### config.mk
export PLATFORM = sky130hd
export DESIGN_NAME = weight_frame_deframer_unit
export DESIGN_NICKNAME = d
export VERILOG_FILES = /design/src/rtl/wfd_pkg.sv /design/src/rtl/wfd_parser.sv /design/src/rtl/wfd_out_stage.sv /design/src/rtl/weight_frame_deframer_unit.sv
export VERILOG_INCLUDE_DIRS = /design/src /design/src/rtl
export SDC_FILE = /design/constraint.sdc
export NUM_CORES = 1
export LEC_CHECK = 0
export BUFFER_PORTS_ARGS = -buffer_cell sky130_fd_sc_hd__buf_4
export CORE_ASPECT_RATIO = 1.25
export CORE_MARGIN = 2
export CORE_UTILIZATION = 55
export CTS_CLUSTER_DIAMETER = 80
export DETAILED_ROUTE_END_ITERATION = 6
export GPL_TIMING_DRIVEN = 0
export HOLD_SLACK_MARGIN = 0.1
export PLACE_DENSITY = 0.83
export SYNTH_ARGS = -nofsm -noshare
export SYNTH_HDL_FRONTEND = slang
export SYNTH_SLANG_ARGS = --single-unit
### constraint.sdc
create_clock -name clk -period 3.6 [get_ports clk]
set_clock_uncertainty 0.2 [all_clocks]
set_input_delay 0.54 -clock clk [delete_from_list [all_inputs] [get_ports clk]]
set_output_delay 0.54 -clock clk [all_outputs]
set_load 0.1 [all_outputs]
### src/rtl/weight_frame_deframer_unit_defines.svh
// Assertion macros used by the deframer parser RTL.
`ifndef WEIGHT_FRAME_DEFRAMER_UNIT_DEFINES_SVH
`define WEIGHT_FRAME_DEFRAMER_UNIT_DEFINES_SVH

`ifndef SYNTHESIS
`define WFD_ASSERT_IMPL(label, ante, cons) \
  label: assert property (@(posedge clk) disable iff (!rst_n) (ante) |-> (cons)) \
    else $error("assertion failed");
`define WFD_ASSERT_NEXT(label, ante, cons) \
  label: assert property (@(posedge clk) disable iff (!rst_n) (ante) |=> (cons)) \
    else $error("assertion failed");
`else
`define WFD_ASSERT_IMPL(label, ante, cons)
`define WFD_ASSERT_NEXT(label, ante, cons)
`endif

`endif

### src/rtl/wfd_pkg.sv
package wfd_pkg;

  localparam int PhaseW = 4;

  localparam logic [PhaseW-1:0] PH_HUNT_A5 = 4'd0;
  localparam logic [PhaseW-1:0] PH_HUNT_5A = 4'd1;
  localparam logic [PhaseW-1:0] PH_TYPE0   = 4'd2;
  localparam logic [PhaseW-1:0] PH_TYPE1   = 4'd3;
  localparam logic [PhaseW-1:0] PH_LEN_HI  = 4'd4;
  localparam logic [PhaseW-1:0] PH_LEN_LO  = 4'd5;
  localparam logic [PhaseW-1:0] PH_PAYLOAD = 4'd6;
  localparam logic [PhaseW-1:0] PH_CRC0    = 4'd7;
  localparam logic [PhaseW-1:0] PH_CRC1    = 4'd8;

  localparam logic [7:0]  HDR_FIRST      = 8'hA5;
  localparam logic [7:0]  HDR_SECOND     = 8'h5A;
  localparam logic [7:0]  WEIGHT_TYPE    = 8'h01;
  localparam logic [15:0] MIN_WEIGHT_LEN = 16'd9;
  localparam logic [15:0] WEIGHT_BYTES   = 16'd4;

  typedef struct packed {
    logic        vld;
    logic [31:0] weight;
  } wfd_result_t;

endpackage

### src/rtl/wfd_parser.sv
`include "weight_frame_deframer_unit_defines.svh"

module wfd_parser (
  input  logic                 clk,
  input  logic                 rst_n,
  input  logic                 in_fire,
  input  logic [7:0]           rx_byte,
  output wfd_pkg::wfd_result_t res
);
  import wfd_pkg::*;

  logic [PhaseW-1:0] phase_r, phase_nxt;
  logic              is_weight_r, is_weight_nxt;
  logic [15:0]       payload_length_r, payload_length_nxt;
  logic [15:0]       byte_count_r, byte_count_nxt;
  logic [31:0]       weight_shift_r, weight_shift_nxt;
  logic [15:0]       len_full;
  logic [15:0]       count_inc;

  assign len_full  = {payload_length_r[15:8], rx_byte};
  assign count_inc = byte_count_r + 16'd1;

  always_comb begin
    phase_nxt          = phase_r;
    is_weight_nxt      = is_weight_r;
    payload_length_nxt = payload_length_r;
    byte_count_nxt     = byte_count_r;
    weight_shift_nxt   = weight_shift_r;
    res.vld            = 1'b0;
    res.weight         = weight_shift_r;
    unique case (phase_r)
      PH_HUNT_5A: begin
        if (rx_byte == HDR_SECOND) begin
          phase_nxt = PH_TYPE0;
        end else if (rx_byte == HDR_FIRST) begin
          phase_nxt = PH_HUNT_5A;
        end else begin
          phase_nxt = PH_HUNT_A5;
        end
      end
      PH_TYPE0: begin
        is_weight_nxt = (rx_byte == WEIGHT_TYPE);
        phase_nxt     = PH_TYPE1;
      end
      PH_TYPE1: begin
        is_weight_nxt = is_weight_r && (rx_byte == WEIGHT_TYPE);
        phase_nxt     = PH_LEN_HI;
      end
      PH_LEN_HI: begin
        payload_length_nxt = {rx_byte, 8'h00};
        phase_nxt          = PH_LEN_LO;
      end
      PH_LEN_LO: begin
        payload_length_nxt = len_full;
        byte_count_nxt     = 16'd0;
        weight_shift_nxt   = 32'd0;
        phase_nxt          = (len_full == 16'd0) ? PH_CRC0 : PH_PAYLOAD;
      end
      PH_PAYLOAD: begin
        if (byte_count_r < WEIGHT_BYTES) begin
          weight_shift_nxt = {weight_shift_r[23:0], rx_byte};
        end
        byte_count_nxt = count_inc;
        if (count_inc == payload_length_r) begin
          phase_nxt = PH_CRC0;
        end
      end
      PH_CRC0: begin
        phase_nxt = PH_CRC1;
      end
      PH_CRC1: begin
        res.vld   = in_fire && is_weight_r && (payload_length_r >= MIN_WEIGHT_LEN);
        phase_nxt = PH_HUNT_A5;
      end
      default: begin
        phase_nxt = (rx_byte == HDR_FIRST) ? PH_HUNT_5A : PH_HUNT_A5;
      end
    endcase
  end

  always_ff @(posedge clk) begin
    if (!rst_n) begin
      phase_r          <= PH_HUNT_A5;
      is_weight_r      <= 1'b0;
      payload_length_r <= 16'd0;
      byte_count_r     <= 16'd0;
      weight_shift_r   <= 32'd0;
    end else if (in_fire) begin
      phase_r          <= phase_nxt;
      is_weight_r      <= is_weight_nxt;
      payload_length_r <= payload_length_nxt;
      byte_count_r     <= byte_count_nxt;
      weight_shift_r   <= weight_shift_nxt;
    end
  end

  `WFD_ASSERT_IMPL(a_res_only_crc1, res.vld, in_fire && (phase_r == PH_CRC1))
  `WFD_ASSERT_NEXT(a_crc1_to_hunt, in_fire && (phase_r == PH_CRC1), phase_r == PH_HUNT_A5)
  `WFD_ASSERT_IMPL(a_phase_range, 1'b1, phase_r <= PH_CRC1)
  `WFD_ASSERT_IMPL(a_count_below_len, phase_r == PH_PAYLOAD, byte_count_r < payload_length_r)

endmodule

### src/rtl/wfd_out_stage.sv
module wfd_out_stage (
  input  logic                 clk,
  input  logic                 rst_n,
  input  wfd_pkg::wfd_result_t res,
  output logic                 take_ready,
  output logic                 out_valid,
  input  logic                 out_ready,
  output logic signed [31:0]   out_weight_tenths
);
  import wfd_pkg::*;

  logic        vld_r;
  logic [31:0] data_r;

  // free, or being drained this cycle
  assign take_ready = !vld_r || out_ready;

  always_ff @(posedge clk) begin
    if (!rst_n) begin
      vld_r <= 1'b0;
    end else if (res.vld) begin
      vld_r <= 1'b1;
    end else if (out_ready) begin
      vld_r <= 1'b0;
    end
  end

  always_ff @(posedge clk) begin
    if (res.vld) begin
      data_r <= res.weight;
    end
  end

  assign out_valid         = vld_r;
  assign out_weight_tenths = $signed(data_r);

endmodule

### src/rtl/weight_frame_deframer_unit.sv
// Weight frame deframer: takes one received byte per cycle, locks onto
// A5 5A headers, walks type, length, payload and two unchecked CRC bytes,
// and for a 01 01 frame of length 9 or more delivers the signed big-endian
// weight (tenths of a gram) from the first four payload bytes. The result
// appears on out_* the cycle after the last CRC byte is accepted. Input
// throughput is one byte per cycle; in_ready drops only while the single
// output register holds a result that out_ready has not yet taken.
module weight_frame_deframer_unit (
  input  logic               clk,
  input  logic               rst_n,
  input  logic               in_valid,
  output logic               in_ready,
  input  logic [7:0]         in_rx_byte,
  output logic               out_valid,
  input  logic               out_ready,
  output logic signed [31:0] out_weight_tenths
);
  import wfd_pkg::*;

  wfd_result_t res;
  logic        in_fire;

  assign in_fire = in_valid && in_ready;

  wfd_parser u_parser (
    .clk     (clk),
    .rst_n   (rst_n),
    .in_fire (in_fire),
    .rx_byte (in_rx_byte),
    .res     (res)
  );

  wfd_out_stage u_out (
    .clk               (clk),
    .rst_n             (rst_n),
    .res               (res),
    .take_ready        (in_ready),
    .out_valid         (out_valid),
    .out_ready         (out_ready),
    .out_weight_tenths (out_weight_tenths)
  );

endmodule

# After elaboration in Yosys (flattened, before gate mapping)
# Cells that the tools add are included.
# classes
addsub,1
n_lt_le_gt_ge,2
n_eq_ne,14
n_mux,13
bitwise,1
n_reduce_logical,17
# op_table
operator,n
$pmux W16 S2,2
$pmux W32 S2,1
$mux W32,1
$pmux W4 S8,1
$add A16 B1 Y16 const B,1
$eq A16 B16 Y1,1
$eq A4 B3 Y1 const B,4
$ge A16 B4 Y1 const B,1
$logic_not A16 Y1,1
$lt A16 B3 Y1 const B,1
$eq A4 B2 Y1 const B,2
$eq A8 B1 Y1 const B,1
$eq A8 B7 Y1 const B,1
$eq A8 B8 Y1 const B,1
$mux W4,2
$reduce_and A2 Y1,4
$reduce_bool A2 Y1,4
$reduce_and A3 Y1,2
$mux W1,5
$eq A4 B1 Y1 const B,1
$eq A4 B4 Y1 const B,1
$logic_and A1 B1 Y1,4
$ne A2 B1 Y1 const B,2
$pmux W1 S2,1
3 further kinds,3
# word_totals
regBits,102
input_bits,12
wordCells,56

# Longest topological paths before layout
# depth
depth_word,7
ltp_mapped,10
ltp_nobuf,8

# Cells and area by module
# From an unflattened synthesis, not the netlist that was laid out.
# hier_totals
hier_cells,477
area_unflattened_um2,4658.2
# by_module_without_submodules
mod,instances,cells_per_inst,area_per_inst_um2,seq_area_each_um2
wfd_parser,1,440,3642.2,1381.3
wfd_out_stage,1,36,1009.7,980.9
weight_frame_deframer_unit,1,1,6.3,0.0

# Worst setup path before layout
# No wires, ideal clock.
# synth_path
path_type,register to register
from,"reg u_out.vld_r, in the netlist u_out.out_valid"
to,"reg u_out.data_r[0], in the netlist u_out.out_weight_tenths[0], enable pin"
setup_ns,0.442
arrival_ns,3.622
slack_ns,-0.665
stages_incl_launch_ff,5
n_path_buf,0
period_less_slack_ns,4.265
path_cell_list,dfxtp_1 nand2b_1 and2_1 nand4_1 a31oi_1
# synth_lines
element,line,rtl
"start, declared",wfd_out_stage.sv:12,logic vld_r;
"start signal, assigned",wfd_out_stage.sv:20,vld_r <= 1'b0;
"start signal, assigned",wfd_out_stage.sv:22,vld_r <= 1'b1;
"start signal, assigned",wfd_out_stage.sv:24,vld_r <= 1'b0;
"end signal, assigned",wfd_out_stage.sv:30,data_r <= res.weight;
"end, declared",wfd_out_stage.sv:13,logic [31:0] data_r;

# Final worst setup path
# layout_path
from,reg u_parser.byte_count_r[0]
to,reg u_parser.phase_r[0]
# layout_via
elab_chain_cells,4
# layout_rtl
element,line,rtl
"start, declared",wfd_parser.sv:15,"logic [15:0] byte_count_r, byte_count_nxt;"
"start signal, assigned",wfd_parser.sv:92,byte_count_r <= byte_count_nxt;
$add A16 B1 Y16,wfd_parser.sv:21,assign count_inc = byte_count_r + 16'd1;
$eq A16 B16 Y1,wfd_parser.sv:64,if (count_inc == payload_length_r) begin
$ne A2 B1 Y1 (no line),n/a,
$reduce_and A2 Y1 (no line),n/a,
"end signal, assigned",wfd_parser.sv:89,phase_r <= phase_nxt;
"end, declared",wfd_parser.sv:12,"logic [PhaseW-1:0] phase_r, phase_nxt;"
# Every way passes these cells.
# A chain may end at the register's enable or synchronous reset.

==> flow_summary.yaml <==
yosys:
  synth_seq_cells: 102
  syn_avg_cell_area_um2: 9.446
  yosysWarnings: 0
  synth_cell_types: 44
  async_flop_share_pct: 0
  synth_top_area_share_pct: 32.11
  synth_area_leaders: "dfxtp_1 (32%), edfxtp_1 (22%), a22oi_1 (5.7%)"
  synth_edf_count: 32
  yosysTopAreaCell: "dfxtp_1"
  ys.flop_type: "dfxtp_1"
  synth_nets: 475
  syn_inst: 462
  ys_seq_area_share_pct: 54.13
  syn_area_um2: 4364
finish:
  mostFrequentLayoutCell: "dfxtp_1"
  diodes: 0
  layout-drive-gt1-share_pct: 14.12
  final_cell_mix: "dfxtp_1 (70), nor2_1 (56), buf_4 (45), a21oi_1 (43), nand2_1 (39)"
  final_nets: 532
  final_core_util_pct: 65.42
  syn_to_final_growth_pct: 16.14
cts:
  post_cts_buffers: 0
  insertion_delay_ns: 0.37
  cts_tree: "done"
  cts_resized: 0
  cts-htree-levels: 3
  cts_buffer_depth: 2
  clockRootBuffer: "clkbuf_8"
  cts.sink_count: 102
  cts_buffers: 9
  cts_hold_buf: 0
  clk_pin_slew_worst_paths_ns: 0.12
timing:
  min_period_ns: 3.049
  slew_headroom_pct: 30.79
  holdWs_ns: 0.2350
  fmax_mhz: 327.9
  rsz0062_at_grt: "no"
  post-route-period-util_pct: 84.70
  setup-tns-final_ns: 0
  drv_slew: 0
  setup_viol: 0
  worstMarginPinSlew_ns: 1.030
  setup_ws_ns: 0.5507
  finalHoldViolCount: 0
setup_path:
  crit_arrival_ns: 3.13
  crit_slowest_cell: "nor4_1"
  required_ns: 3.69
  critPathCaptureType: "register"
  path_class: "register to register"
  crit_chain: "ha_1 > buf_2 > nand4_1 > nor4_1 > xnor2_1 > and4_1 > o211ai_1 > o311a_1 > a211oi_1"
  max_stage_delay_ns: 0.58
  critPathLaunchType: "register"
  cp_max_fo: 10
grt:
  grt_start_max_net_pins: 33
  grt_pass1_vias: 3651
  overflow: 0
  antenna_found_initial: 0
  grt_pass1_wl_um: 17650
  grt_util_all_layers_pct: 25.01
power:
  power.internal_uw: 1481
  power_frac_seq_pct: 59.8
  clkPwrFrac_pct: 36.9
  p_comb_share_pct: 3.3
  leakage_uw: 0.001693
  powerDensity_nw_per_um2: 390.2
  peakVddDrop_mv: 0.2661
  power_uw: 1978
  p_sw_share_pct: 25.14
  switching_power_uw: 497.1
floorplan:
  start_util_pct: 56.33
  die_x_um: 83.68
  ios: 46
  die_h_um: 103.6
  die-area_um2: 8668
  coreArea_um2: 7747
  num_rows: 36
outcome:
  status: "completed"
drt:
  ant_nets: 0
  post_drt_wl_per_cell_um: 17.43
  routed-via-count: 3808
  drc: 0
  drtIter0Drc: 511
  via_per_inst: 6.152
  drtPass1Iterations: 6
  wl_um: 10790
placement:
  place_ws_ns: 0.3614
  port_buffers: 45
  gp_congestion: 0.9058
  dp_hpwl_um: 7786
flow_run:
  maxCapViolCount: 0
min_path:
  holdCritPathClass: "register to register"
## power groups by stage
| stage | clock network [uW] | logic (uW) | registers [uW] |
|---|---|---|---|
| global route | 781 | 68.8 | 1180 |
| finish | 730 | 64.3 | 1180 |
| floorplan | 0 | 31.6 | 1210 |
| CTS | 742 | 62.4 | 1180 |
| global placement | 0 | 60.7 | 1210 |
| detailed placement | 0 | 62.1 | 1210 |
## logic make-up after synthesis
group                      after synthesis  share of synthesized area [%]
xor gates and xnor gates                20                          4.014
buffers and inverters                   37                          3.698
DFF                                    102                          54.13
AOI/OAI and AO/OA                      122                          17.98
adders and majority gates                1                         0.2867
and+or+nand+nor                        180                          19.90
## worst paths after layout
kind                                             startpoint                     endpoint  slack (ns)  cells after the start
worst max-delay path               u_parser.byte_count_r[0]          u_parser.phase_r[0]        0.55                      9
worst min-delay path            u_parser.weight_shift_r[30]  u_out.out_weight_tenths[30]        0.24                      0
worst max register to register     u_parser.byte_count_r[0]          u_parser.phase_r[0]        0.55                      9
worst min register to register  u_parser.weight_shift_r[30]  u_out.out_weight_tenths[30]        0.24                      0
## metrics by stage
stage | cell area, um^2 | std cells
floorplan | 4373 | 462
global placement | 4830 | 602
detailed placement | 4858 | 603
CTS | 5069 | 619
global route | 5069 | 619
finish | 5069 | 619
## Yosys cell counts, types with 2 or more instances
library cell / instances
nand4_1: 8
or3_1: 6
a211oi_1: 4
buf_6: 2
nand2b_1: 3
a311oi_1: 3
a22oi_1: 33
and2_1: 3
a21o_1: 5
xor2_1: 8
nand2_1: 39
nand3b_1: 3
o21ai_0: 15
edfxtp_1: 32
and3_1: 3
o211ai_1: 2
o311a_1: 2
xnor2_1: 12
nor3_1: 17
dfxtp_1: 70
buf_2: 5
clkbuf_1: 23
nor4_1: 8
a31oi_1: 4
o31ai_1: 4
nand4b_1: 2
a21oi_1: 43
or4_1: 6
nor2_1: 56
inv_1: 5
nand3_1: 21
and4_1: 3
## flip-flops by register name (all words and copies together) (netlist names)
signal                     cells
u_out.out_weight_tenths       32
u_out.out_valid                1
u_parser.phase_r               4
u_parser.byte_count_r         16
u_parser.is_weight_r           1
u_parser.payload_length_r     16
u_parser.weight_shift_r       32
## routing by layer
metal	vias up	part of all wire [%]	GRT usage, %
li1	1822	-	-
met1	1766	40	31.15
met2	193	50	43.03
met3	27	7.2	5.020
met4	0	2.4	8.756
met5	-	0	0
## worst max-delay path: cells and delay by family (launching register included)
kind	cells	cell delay (ns)
buf+inv	1	0.22
fa+ha+maj	1	0.18
compound gates	3	0.62
simple gates	3	1.09
xor+xnor	1	0.19
flops	1	0.46
## layout make-up
cell class | count | area [um^2]
Inverter | 5 | 18.77
Clock inverter | 7 | 86.33
Tap cell | 95 | 118.9
Fill cell | 619 | 2679
Sequential cell | 102 | 2362
Clock buffer | 9 | 123.9
Buffer | 32 | 142.6
Timing Repair Buffer | 46 | 357.8
Multi-Input combinational cell | 323 | 1858
Power figures use the tool's default switching activity.
